**src/dfu_pkg.sv**
```systemverilog
// Shared types, codes and constants of the DFU download sequencer.
package dfu_pkg;

  localparam int PACKET_BYTES = 1024;

  localparam int CMD_W   = 2;
  localparam int LENGTH_W = 32;
  localparam int DSTATE_W = 8;
  localparam int WAIT_W  = 24;
  localparam int BLK_W   = 16;
  localparam int LEN_W   = 11;
  localparam int ERR_W   = 3;
  localparam int PADDR_W = 3;

  localparam logic [WAIT_W-1:0]   WAIT_MAX   = '1;
  localparam logic [LENGTH_W-1:0] PACKET_LEN = LENGTH_W'(PACKET_BYTES);

  // commands of an input word
  localparam logic [CMD_W-1:0] CMD_START  = 2'd0;
  localparam logic [CMD_W-1:0] CMD_STATE  = 2'd1;
  localparam logic [CMD_W-1:0] CMD_STATUS = 2'd2;
  localparam logic [CMD_W-1:0] CMD_ACK    = 2'd3;

  // requests of a result word
  localparam logic [1:0] REQ_NONE       = 2'd0;
  localparam logic [1:0] REQ_GET_STATE  = 2'd1;
  localparam logic [1:0] REQ_GET_STATUS = 2'd2;
  localparam logic [1:0] REQ_DNLOAD     = 2'd3;

  localparam logic [ERR_W-1:0] ERR_NONE       = 3'd0;
  localparam logic [ERR_W-1:0] ERR_BAD_LENGTH = 3'd1;
  localparam logic [ERR_W-1:0] ERR_XFER_FAIL  = 3'd2;
  localparam logic [ERR_W-1:0] ERR_DEVICE     = 3'd3;
  localparam logic [ERR_W-1:0] ERR_UNKNOWN    = 3'd4;
  localparam logic [ERR_W-1:0] ERR_UNEXPECTED = 3'd5;

  // DFU device states
  localparam logic [DSTATE_W-1:0] DS_DFU_IDLE        = 8'h02;
  localparam logic [DSTATE_W-1:0] DS_DNLOAD_SYNC     = 8'h03;
  localparam logic [DSTATE_W-1:0] DS_DNBUSY          = 8'h04;
  localparam logic [DSTATE_W-1:0] DS_DNLOAD_IDLE     = 8'h05;
  localparam logic [DSTATE_W-1:0] DS_MANIFEST_SYNC   = 8'h06;
  localparam logic [DSTATE_W-1:0] DS_MANIFEST        = 8'h07;
  localparam logic [DSTATE_W-1:0] DS_MANIFEST_WAIT   = 8'h08;
  localparam logic [DSTATE_W-1:0] DS_DFU_ERROR       = 8'h0a;

  localparam logic [PADDR_W-1:0] ADDR_MANIFEST_WAIT = 3'd0;

  typedef enum logic [1:0] {
    PH_IDLE   = 2'd0,
    PH_STATE  = 2'd1,
    PH_STATUS = 2'd2,
    PH_ACK    = 2'd3
  } phase_t;

  typedef struct packed {
    logic [CMD_W-1:0]    command;
    logic [LENGTH_W-1:0] image_length;
    logic [DSTATE_W-1:0] device_state;
    logic [WAIT_W-1:0]   poll_timeout_ms;
    logic                transfer_ok;
  } item_t;

  typedef struct packed {
    logic [1:0]          request;
    logic [BLK_W-1:0]    block_number;
    logic [LENGTH_W-1:0] buffer_offset;
    logic [LEN_W-1:0]    block_length;
    logic [WAIT_W-1:0]   wait_ms;
    logic                finished;
    logic [ERR_W-1:0]    error_code;
  } result_t;

  typedef struct packed {
    phase_t              phase;
    logic                in_manifest_sync;
    logic [LENGTH_W-1:0] bytes_remaining;
    logic [LENGTH_W-1:0] next_offset;
    logic [BLK_W-1:0]    block_counter;
    logic [WAIT_W-1:0]   last_timeout;
  } seq_state_t;

endpackage

```
**src/dfu_if.sv**
```systemverilog
// Valid/ready channel interfaces for the sequencer input and result words.
interface dfu_item_if;
  import dfu_pkg::*;

  logic                valid;
  logic                ready;
  logic [CMD_W-1:0]    command;
  logic [LENGTH_W-1:0] image_length;
  logic [DSTATE_W-1:0] device_state;
  logic [WAIT_W-1:0]   poll_timeout_ms;
  logic                transfer_ok;

  modport source (
    output valid, command, image_length, device_state, poll_timeout_ms, transfer_ok,
    input  ready
  );
  modport sink (
    input  valid, command, image_length, device_state, poll_timeout_ms, transfer_ok,
    output ready
  );
endinterface

interface dfu_result_if;
  import dfu_pkg::*;

  logic                valid;
  logic                ready;
  logic [1:0]          request;
  logic [BLK_W-1:0]    block_number;
  logic [LENGTH_W-1:0] buffer_offset;
  logic [LEN_W-1:0]    block_length;
  logic [WAIT_W-1:0]   wait_ms;
  logic                finished;
  logic [ERR_W-1:0]    error_code;

  modport source (
    output valid, request, block_number, buffer_offset, block_length, wait_ms,
           finished, error_code,
    input  ready
  );
  modport sink (
    input  valid, request, block_number, buffer_offset, block_length, wait_ms,
           finished, error_code,
    output ready
  );
endinterface

```
**src/dfu_step.sv**
```systemverilog
// One sequencer step: next state and result word for one input word.
module dfu_step (
  input  dfu_pkg::seq_state_t          st,
  input  dfu_pkg::item_t               itm,
  input  logic [dfu_pkg::WAIT_W-1:0]   manifest_wait_ms,
  output dfu_pkg::seq_state_t          st_next,
  output dfu_pkg::result_t             res
);
  import dfu_pkg::*;

  typedef enum logic [2:0] {
    ACT_START,
    ACT_BAD_LENGTH,
    ACT_UNEXPECTED,
    ACT_XFER_FAIL,
    ACT_ACK,
    ACT_DISPATCH
  } action_t;

  typedef enum logic [2:0] {
    DISP_BLOCK,
    DISP_STATUS,
    DISP_BUSY,
    DISP_DONE,
    DISP_DEV_ERROR,
    DISP_UNKNOWN
  } disp_t;

  action_t             action;
  disp_t               disp;
  logic [WAIT_W-1:0]   status_to;
  logic [WAIT_W-1:0]   prewait;
  logic [WAIT_W-1:0]   timeout_eff;
  logic [WAIT_W:0]     busy_sum;
  logic [WAIT_W-1:0]   busy_wait;
  logic [LENGTH_W-1:0] take;
  logic                is_status;

  assign is_status = (itm.command == CMD_STATUS);

  // timeout recorded by a status reply; manifest sync may override it
  always_comb begin
    status_to = itm.poll_timeout_ms;
    if (st.in_manifest_sync && (manifest_wait_ms != '0)) begin
      status_to = manifest_wait_ms;
    end
  end

  assign prewait     = (is_status && st.in_manifest_sync) ? status_to : '0;
  assign timeout_eff = is_status ? status_to : st.last_timeout;
  assign busy_sum    = {1'b0, prewait} + {1'b0, timeout_eff};
  assign busy_wait   = busy_sum[WAIT_W] ? WAIT_MAX : busy_sum[WAIT_W-1:0];
  assign take        = (st.bytes_remaining <= PACKET_LEN) ? st.bytes_remaining : PACKET_LEN;

  always_comb begin
    if (itm.command == CMD_START) begin
      action = (itm.image_length == '0) ? ACT_BAD_LENGTH : ACT_START;
    end else if (itm.command != st.phase) begin
      action = ACT_UNEXPECTED;
    end else if (!itm.transfer_ok) begin
      action = ACT_XFER_FAIL;
    end else if (itm.command == CMD_ACK) begin
      action = ACT_ACK;
    end else begin
      action = ACT_DISPATCH;
    end
  end

  always_comb begin
    case (itm.device_state)
      DS_DFU_IDLE, DS_DNLOAD_IDLE:       disp = DISP_BLOCK;
      DS_DNLOAD_SYNC, DS_MANIFEST_SYNC:  disp = DISP_STATUS;
      DS_DNBUSY:                         disp = DISP_BUSY;
      DS_MANIFEST, DS_MANIFEST_WAIT:     disp = DISP_DONE;
      DS_DFU_ERROR:                      disp = DISP_DEV_ERROR;
      default:                           disp = DISP_UNKNOWN;
    endcase
  end

  // next state
  always_comb begin
    st_next = st;
    case (action)
      ACT_START: begin
        st_next.phase            = PH_STATE;
        st_next.in_manifest_sync = 1'b0;
        st_next.bytes_remaining  = itm.image_length;
        st_next.next_offset      = '0;
        st_next.block_counter    = '0;
        st_next.last_timeout     = '0;
      end
      ACT_BAD_LENGTH, ACT_UNEXPECTED, ACT_XFER_FAIL: begin
        st_next.phase = PH_IDLE;
      end
      ACT_ACK: begin
        st_next.phase = PH_STATE;
      end
      ACT_DISPATCH: begin
        if (is_status) begin
          st_next.last_timeout = status_to;
        end
        case (disp)
          DISP_BLOCK: begin
            st_next.bytes_remaining = st.bytes_remaining - take;
            st_next.next_offset     = st.next_offset + take;
            st_next.block_counter   = st.block_counter + BLK_W'(1);
            st_next.phase           = PH_ACK;
          end
          DISP_STATUS: begin
            st_next.in_manifest_sync = (itm.device_state == DS_MANIFEST_SYNC);
            st_next.phase            = PH_STATUS;
          end
          DISP_BUSY: begin
            st_next.phase = PH_STATE;
          end
          default: begin
            st_next.phase = PH_IDLE;
          end
        endcase
      end
      default: begin
        st_next = st;
      end
    endcase
  end

  // result word
  always_comb begin
    res = '0;
    case (action)
      ACT_START, ACT_ACK: begin
        res.request = REQ_GET_STATE;
      end
      ACT_BAD_LENGTH: begin
        res.finished   = 1'b1;
        res.error_code = ERR_BAD_LENGTH;
      end
      ACT_UNEXPECTED: begin
        res.finished   = 1'b1;
        res.error_code = ERR_UNEXPECTED;
      end
      ACT_XFER_FAIL: begin
        res.finished   = 1'b1;
        res.error_code = ERR_XFER_FAIL;
      end
      ACT_DISPATCH: begin
        res.wait_ms = prewait;
        case (disp)
          DISP_BLOCK: begin
            res.request       = REQ_DNLOAD;
            res.block_number  = st.block_counter;
            res.buffer_offset = st.next_offset;
            res.block_length  = take[LEN_W-1:0];
          end
          DISP_STATUS: begin
            res.request = REQ_GET_STATUS;
          end
          DISP_BUSY: begin
            res.request = REQ_GET_STATE;
            res.wait_ms = busy_wait;
          end
          DISP_DONE: begin
            res.finished = 1'b1;
          end
          DISP_DEV_ERROR: begin
            res.finished   = 1'b1;
            res.error_code = ERR_DEVICE;
          end
          default: begin
            res.finished   = 1'b1;
            res.error_code = ERR_UNKNOWN;
          end
        endcase
      end
      default: begin
        res = '0;
      end
    endcase
  end

endmodule

```
**src/dfu_download_sequencer_top.sv**
```systemverilog
// Top level of the DFU download sequencer: channels, config register, result buffer.
//
// Host-side sequencer for a USB DFU firmware download. The item channel
// takes one word per event: a start with the image length, or a device
// reply (state report, status report with poll timeout, block ack).
// Each accepted word yields exactly one word on the result channel: the
// next request (get state, get status, download block with number,
// offset and length), or a finished word with an error code, plus a wait
// in milliseconds to honor before acting on it.
// The result word is registered on accept; one word per cycle is taken
// sustained unless the result side below is full.
// The result side has an output register and a one-word skid register,
// so a word is still taken while the first result waits; item ready
// drops only when both are full, and rises again once the receiver
// takes a word. Results are never dropped or reordered.
// The APB port holds manifest_wait_ms at address 0 (pready tied high).
// Synchronous reset returns the sequence to idle, clears all counters
// and the config register, and empties the result buffer.
module dfu_download_sequencer_top (
  input  logic                          clk,
  input  logic                          rst,
  dfu_item_if.sink                      item,
  dfu_result_if.source                  result,
  input  logic                          psel,
  input  logic                          penable,
  input  logic                          pwrite,
  input  logic [dfu_pkg::PADDR_W-1:0]   paddr,
  input  logic [31:0]                   pwdata,
  output logic [31:0]                   prdata,
  output logic                          pready
);
  import dfu_pkg::*;

  seq_state_t        st;
  seq_state_t        st_next;
  item_t             itm;
  result_t           res;
  result_t           out_word;
  result_t           skid_word;
  logic              out_valid;
  logic              skid_valid;
  logic              accept;
  logic              out_free;
  logic              reg_hit;
  logic [WAIT_W-1:0] manifest_wait_ms;

  assign itm.command         = item.command;
  assign itm.image_length    = item.image_length;
  assign itm.device_state    = item.device_state;
  assign itm.poll_timeout_ms = item.poll_timeout_ms;
  assign itm.transfer_ok     = item.transfer_ok;

  dfu_step u_step (
    .st               (st),
    .itm              (itm),
    .manifest_wait_ms (manifest_wait_ms),
    .st_next          (st_next),
    .res              (res)
  );

  assign item.ready = !skid_valid;
  assign accept     = item.valid && !skid_valid;
  assign out_free   = !out_valid || result.ready;

  // APB register
  assign reg_hit = (paddr[PADDR_W-1] == ADDR_MANIFEST_WAIT[PADDR_W-1]);
  assign pready  = 1'b1;
  assign prdata  = reg_hit ? {{(32-WAIT_W){1'b0}}, manifest_wait_ms} : '0;

  always_ff @(posedge clk) begin
    if (rst) begin
      manifest_wait_ms <= '0;
    end else if (psel && penable && pwrite && reg_hit) begin
      manifest_wait_ms <= pwdata[WAIT_W-1:0];
    end
  end

  always_ff @(posedge clk) begin
    if (rst) begin
      st         <= '{phase: PH_IDLE, in_manifest_sync: 1'b0, bytes_remaining: '0,
                      next_offset: '0, block_counter: '0, last_timeout: '0};
      out_valid  <= 1'b0;
      skid_valid <= 1'b0;
    end else begin
      if (accept) begin
        st <= st_next;
      end
      if (out_free) begin
        if (skid_valid) begin
          out_valid  <= 1'b1;
          skid_valid <= 1'b0;
        end else begin
          out_valid <= accept;
        end
      end else if (accept) begin
        skid_valid <= 1'b1;
      end
    end
  end

  always_ff @(posedge clk) begin
    if (out_free) begin
      if (skid_valid) begin
        out_word <= skid_word;
      end else if (accept) begin
        out_word <= res;
      end
    end else if (accept) begin
      skid_word <= res;
    end
  end

  assign result.valid         = out_valid;
  assign result.request       = out_word.request;
  assign result.block_number  = out_word.block_number;
  assign result.buffer_offset = out_word.buffer_offset;
  assign result.block_length  = out_word.block_length;
  assign result.wait_ms       = out_word.wait_ms;
  assign result.finished      = out_word.finished;
  assign result.error_code    = out_word.error_code;

`ifndef ASSERT_OFF
  a_skid_implies_out: assert property (@(posedge clk) disable iff (rst)
    skid_valid |-> out_valid)
    else $error("skid word held with empty output register");

  a_stall_fills_skid: assert property (@(posedge clk) disable iff (rst)
    (accept && out_valid && !result.ready) |=> skid_valid)
    else $error("word accepted during stall not parked in skid register");

  a_finish_to_idle: assert property (@(posedge clk) disable iff (rst)
    (accept && res.finished) |=> (st.phase == PH_IDLE))
    else $error("finished word did not return sequence to idle");

  a_finish_no_request: assert property (@(posedge clk) disable iff (rst)
    (out_valid && out_word.finished) |-> (out_word.request == REQ_NONE))
    else $error("finished word carries a request");

  a_block_fields_zero: assert property (@(posedge clk) disable iff (rst)
    (out_valid && (out_word.request != REQ_DNLOAD)) |->
      ((out_word.block_number == '0) && (out_word.buffer_offset == '0) &&
       (out_word.block_length == '0)))
    else $error("block fields set on a non-download word");
`endif

endmodule
```
**src/flat_wrapper.sv**
```systemverilog
// flat-port wrapper written by rule: the top's interface ports become plain ports
module dfu_download_sequencer_top_flat import dfu_pkg::*;
  (clk, rst, psel, penable, pwrite, paddr, pwdata, prdata, pready, item_valid, item_command, item_image_length, item_device_state, item_poll_timeout_ms, item_transfer_ok, item_ready, result_valid, result_request, result_block_number, result_buffer_offset, result_block_length, result_wait_ms, result_finished, result_error_code, result_ready);
  dfu_item_if item_i ();
  dfu_result_if result_i ();
  input  logic clk;
  input  logic rst;
  input  logic psel;
  input  logic penable;
  input  logic pwrite;
  input  logic [dfu_pkg::PADDR_W-1:0] paddr;
  input  logic [31:0] pwdata;
  output logic [31:0] prdata;
  output logic pready;
  input wire logic [$bits(item_i.valid)-1:0] item_valid;
  input wire logic [$bits(item_i.command)-1:0] item_command;
  input wire logic [$bits(item_i.image_length)-1:0] item_image_length;
  input wire logic [$bits(item_i.device_state)-1:0] item_device_state;
  input wire logic [$bits(item_i.poll_timeout_ms)-1:0] item_poll_timeout_ms;
  input wire logic [$bits(item_i.transfer_ok)-1:0] item_transfer_ok;
  output wire logic [$bits(item_i.ready)-1:0] item_ready;
  output wire logic [$bits(result_i.valid)-1:0] result_valid;
  output wire logic [$bits(result_i.request)-1:0] result_request;
  output wire logic [$bits(result_i.block_number)-1:0] result_block_number;
  output wire logic [$bits(result_i.buffer_offset)-1:0] result_buffer_offset;
  output wire logic [$bits(result_i.block_length)-1:0] result_block_length;
  output wire logic [$bits(result_i.wait_ms)-1:0] result_wait_ms;
  output wire logic [$bits(result_i.finished)-1:0] result_finished;
  output wire logic [$bits(result_i.error_code)-1:0] result_error_code;
  input wire logic [$bits(result_i.ready)-1:0] result_ready;
  assign item_i.valid = item_valid;
  assign item_i.command = item_command;
  assign item_i.image_length = item_image_length;
  assign item_i.device_state = item_device_state;
  assign item_i.poll_timeout_ms = item_poll_timeout_ms;
  assign item_i.transfer_ok = item_transfer_ok;
  assign item_ready = item_i.ready;
  assign result_valid = result_i.valid;
  assign result_request = result_i.request;
  assign result_block_number = result_i.block_number;
  assign result_buffer_offset = result_i.buffer_offset;
  assign result_block_length = result_i.block_length;
  assign result_wait_ms = result_i.wait_ms;
  assign result_finished = result_i.finished;
  assign result_error_code = result_i.error_code;
  assign result_i.ready = result_ready;
  dfu_download_sequencer_top u_core (.clk(clk), .rst(rst), .item(item_i), .result(result_i), .psel(psel), .penable(penable), .pwrite(pwrite), .paddr(paddr), .pwdata(pwdata), .prdata(prdata), .pready(pready));
endmodule
```
**config.mk**
```make
export PLATFORM = sky130hd
export DESIGN_NAME = dfu_download_sequencer_top_flat
export DESIGN_NICKNAME = d
export VERILOG_FILES = /design/src/dfu_pkg.sv /design/src/dfu_if.sv /design/src/dfu_step.sv /design/src/dfu_download_sequencer_top.sv /design/src/flat_wrapper.sv
export SDC_FILE = /design/constraint.sdc
export NUM_CORES = 1
export LEC_CHECK = 0
export BUFFER_PORTS_ARGS = -buffer_cell sky130_fd_sc_hd__buf_2
export CAP_MARGIN = 20
export CORE_MARGIN = 4
export CORE_UTILIZATION = 39
export DETAILED_ROUTE_END_ITERATION = 10
export GPL_TIMING_DRIVEN = 0
export PLACE_DENSITY = 0.64
export SYNTH_ARGS = -nofsm -noshare
export SYNTH_HDL_FRONTEND = slang
export SYNTH_HIERARCHICAL = 1
export SYNTH_SLANG_ARGS = --single-unit
```
**constraint.sdc**
```tcl
create_clock -name clk -period 14.8 [get_ports clk]
set_input_delay 1.48 -clock clk [delete_from_list [all_inputs] [get_ports clk]]
set_output_delay 1.48 -clock clk [all_outputs]
set_load 0.1 [all_outputs]
```
==> flow_summary.json <==
{
  "gr-total-overflow": 0,
  "synth_cell_types": 72,
  "cap_viol_max_count": 0,
  "synth-main-ff-cell": "edfxtp_1",
  "cts-resized-gates": 0,
  "crit_path_max_fanout": 10,
  "avgViaCountPerCell": 5.61,
  "worst_slew_pin_slew_ps": 1080,
  "yosysWarnings": 6,
  "wl_met1_um": 25400,
  "synth-seq-area-share": 0.444,
  "post-cts-setup-buffer-count": 0,
  "synth_seq_cells": 311,
  "die-area_um2": 49800,
  "fill_cells": 4396,
  "drtAntennaViolNets": 0,
  "p_per_area_nw_per_um2": 101,
  "finalPower_w": 0.00215,
  "hpwl_um": 45800,
  "hold_path_class": "reg2reg",
  "cp_data_arrival_time_ps": 6790,
  "met2_length_um": 28600,
  "dr.pass1.iters": 5,
  "areaGrowthSynthToFinish_pct": 17.4,
  "seqPwrFrac": 0.442,
  "vias": 16500,
  "cts_tree": "done",
  "worstSetupPathType": "in2reg",
  "skew_ps": 21.2,
  "layout-drive-gt1-share": 0.183,
  "htreeDepth": 2,
  "power.share.clock": 0.412,
  "highest_layer": "met5",
  "remaining_drc_errors": 0,
  "fin_nets": 2476,
  "clk_path_buf_depth": 3,
  "clk_pin_slew_ps": 60,
  "cts_buffers": 37,
  "die_w_um": 223,
  "routed_wl_um": 60600,
  "floorplan.initialDensity": 0.396,
  "async_flop_share": 0,
  "grt_use_total": 0.234,
  "reg2reg_setup_slack_ps": 8400,
  "place_congestion": 0.971,
  "setup_viol": 0,
  "dr_wl_met3_um": 3930,
  "finalSetupTns_ps": 0,
  "io_buffers": 211,
  "hold_viol": 0,
  "synth_cells": 2028,
  "synth_edf_count": 178,
  "peakVddDrop_v": 0.0000712,
  "post-route-min-period_ps": 6490,
  "period_share": 0.438,
  "clk_latency_ps": 550,
  "root_buffer": "clkbuf_16",
  "intPower_w": 0.00152,
  "first_iter_violations": 1342,
  "crit_path_end_kind": "flop",
  "core_um2": 45600,
  "rows": 78,
  "crit_path_start_kind": "input port",
  "drv_slew": 0,
  "syn_area_um2": 18000,
  "antenna_found_initial": 3,
  "grt_max_degree": 54,
  "grt_pass1_vias": 16100,
  "hold_buffers": 0,
  "status": "finished clean",
  "rsz0062_at_grt": "no",
  "worst_hold_slack_ps": 458,
  "slew_headroom": 0.275,
  "cts_sinks": 311,
  "clock.fmax_ghz": 0.154,
  "comb_power_share": 0.145,
  "required_ps": 15100,
  "grt_pass1_wl_um": 92700,
  "p_sw_w": 0.000625,
  "ios": 233,
  "power_switching_share": 0.291,
  "leakagePower_nw": 8.72,
  "die_y_um": 223,
  "syn_avg_cell_area_um2": 8.89,
  "routedWlPerCell_um": 20.6
}
## per-layer routing
metal  GRT usage  vias to the layer above
met4      0.0962                        6
li1            -                     7820
met1       0.296                     7823
met5           0                        -
met2       0.395                      663
met3      0.0443                      167
## worst paths after layout
check,startpoint,endpoint,cells after the start
worst min-delay path,u_core/st[49],u_core/st[49],2
worst max-delay path,item_command[1],u_core/result.wait_ms[23],20
worst min register to register,u_core/st[49],u_core/st[49],2
worst max register to register,u_core/manifest_wait_ms[18],u_core/result.wait_ms[23],19
## critical path, stage by stage
cell and delay [ps]:
clkbuf_1 270, nand2b_1 170, clkbuf_1 270, clkbuf_1 330
nand2_1 130, o21ai_0 160, ha_1 290, fa_1 410
a21o_1 190, a21oi_1 280, o21ai_0 180, a31oi_1 270
nor3_1 110, o2111ai_1 400, o311ai_0 270, a31oi_1 350
o21a_1 270, clkbuf_1 420, a21oi_1 210, mux2_2 320
## per-stage QoR
step	util	area [um^2]	instances	setup slack [ps]
2_1_floorplan	-	18100	2055	8710
3_5_place_dp	0.439	20000	2869	7880
3_3_place_gp	0.438	19900	2866	6490
6_report	0.465	21200	2935	8310
4_1_cts	0.465	21200	2934	8450
5_1_grt	0.465	21200	2934	7980
## registers in the layout, summed over array words and instances (netlist names)
| signal | flops |
|---|---|
| u_core/skid_valid | 1 |
| u_core/st | 107 |
| u_core/result.wait_ms | 24 |
| u_core/manifest_wait_ms | 24 |
| u_core/result.request | 2 |
| u_core/skid_word | 89 |
| u_core/result.finished | 1 |
| u_core/result.block_length | 11 |
| u_core/result.block_number | 16 |
| u_core/result.valid | 1 |
| u_core/result.error_code | 3 |
| u_core/result.buffer_offset | 32 |
## cells in the final DEF (no fill, tap or decap), drive strengths merged, types with 5 or more instances in the layout
| cell | count |
|---|---|
| a21o | 25 |
| a21oi | 218 |
| a221o | 9 |
| a22o | 10 |
| a22oi | 9 |
| a31oi | 12 |
| and2 | 5 |
| and3 | 70 |
| buf | 275 |
| clkbuf | 129 |
| clkinv | 11 |
| conb | 30 |
| dfxtp | 133 |
| edfxtp | 178 |
| ha | 57 |
| inv | 27 |
| mux2 | 90 |
| mux2i | 34 |
| nand2 | 428 |
| nand2b | 17 |
| nand3 | 55 |
| nand4 | 15 |
| nor2 | 90 |
| nor2b | 37 |
| nor3 | 29 |
| nor4 | 26 |
| o211ai | 15 |
| o21a | 6 |
| o21ai | 138 |
| o21bai | 8 |
| o311ai | 6 |
| o31ai | 13 |
| or2 | 8 |
| or3 | 9 |
| or4 | 7 |
| xnor2 | 27 |
| xor2 | 21 |
## cell families (layout without fill, tap and decap cells)
group | Yosys count | in the layout | share of synthesized area
buffers and inverters | 170 | 449 | 0.0427
adders and majority gates | 60 | 60 | 0.0423
and+or+nand+nor | 803 | 803 | 0.204
AOI/OAI and AO/OA | 509 | 509 | 0.168
DFF | 311 | 311 | 0.444
muxes | 124 | 124 | 0.0751
xor gates and xnor gates | 48 | 48 | 0.0233
other | 3 | 31 | 0.000624
## Yosys cell counts (all sizes together) (29+ instances only)
library cell	instances	area, um^2
nor3	29	156
clkbuf	83	312
edfxtp	178	5350
mux2	90	1010
and3	70	438
nand3	55	275
ha	57	713
o21ai	138	691
dfxtp	133	2660
nor2b	37	231
buf	61	362
nand2	428	1610
nor2	90	338
a21oi	218	1090
mux2i	34	340
## layout make-up
class	instances	area (um^2)	share of cell area
multi-input cells	1574	9380	0.443
flip-flops and latches	311	8010	0.378
repair buffers	214	1120	0.0531
clock buffers	46	970	0.0458
well taps	600	751	0.0355
plain buffers	144	673	0.0318
clock inverters	19	174	0.00821
inverters	26	97.6	0.00461
diodes	1	2.50	0.000118
## power groups by stage
stage | combinational, W | clock [W] | sequential, W
finish | 0.000312 | 0.000885 | 0.000949
global route | 0.000328 | 0.000943 | 0.000951
CTS | 0.000309 | 0.000909 | 0.000949
detailed placement | 0.000308 | 0 | 0.000967
global placement | 0.000304 | 0 | 0.000970
floorplan | 0.000122 | 0 | 0.00107
(Power assumes the default switching activity.)
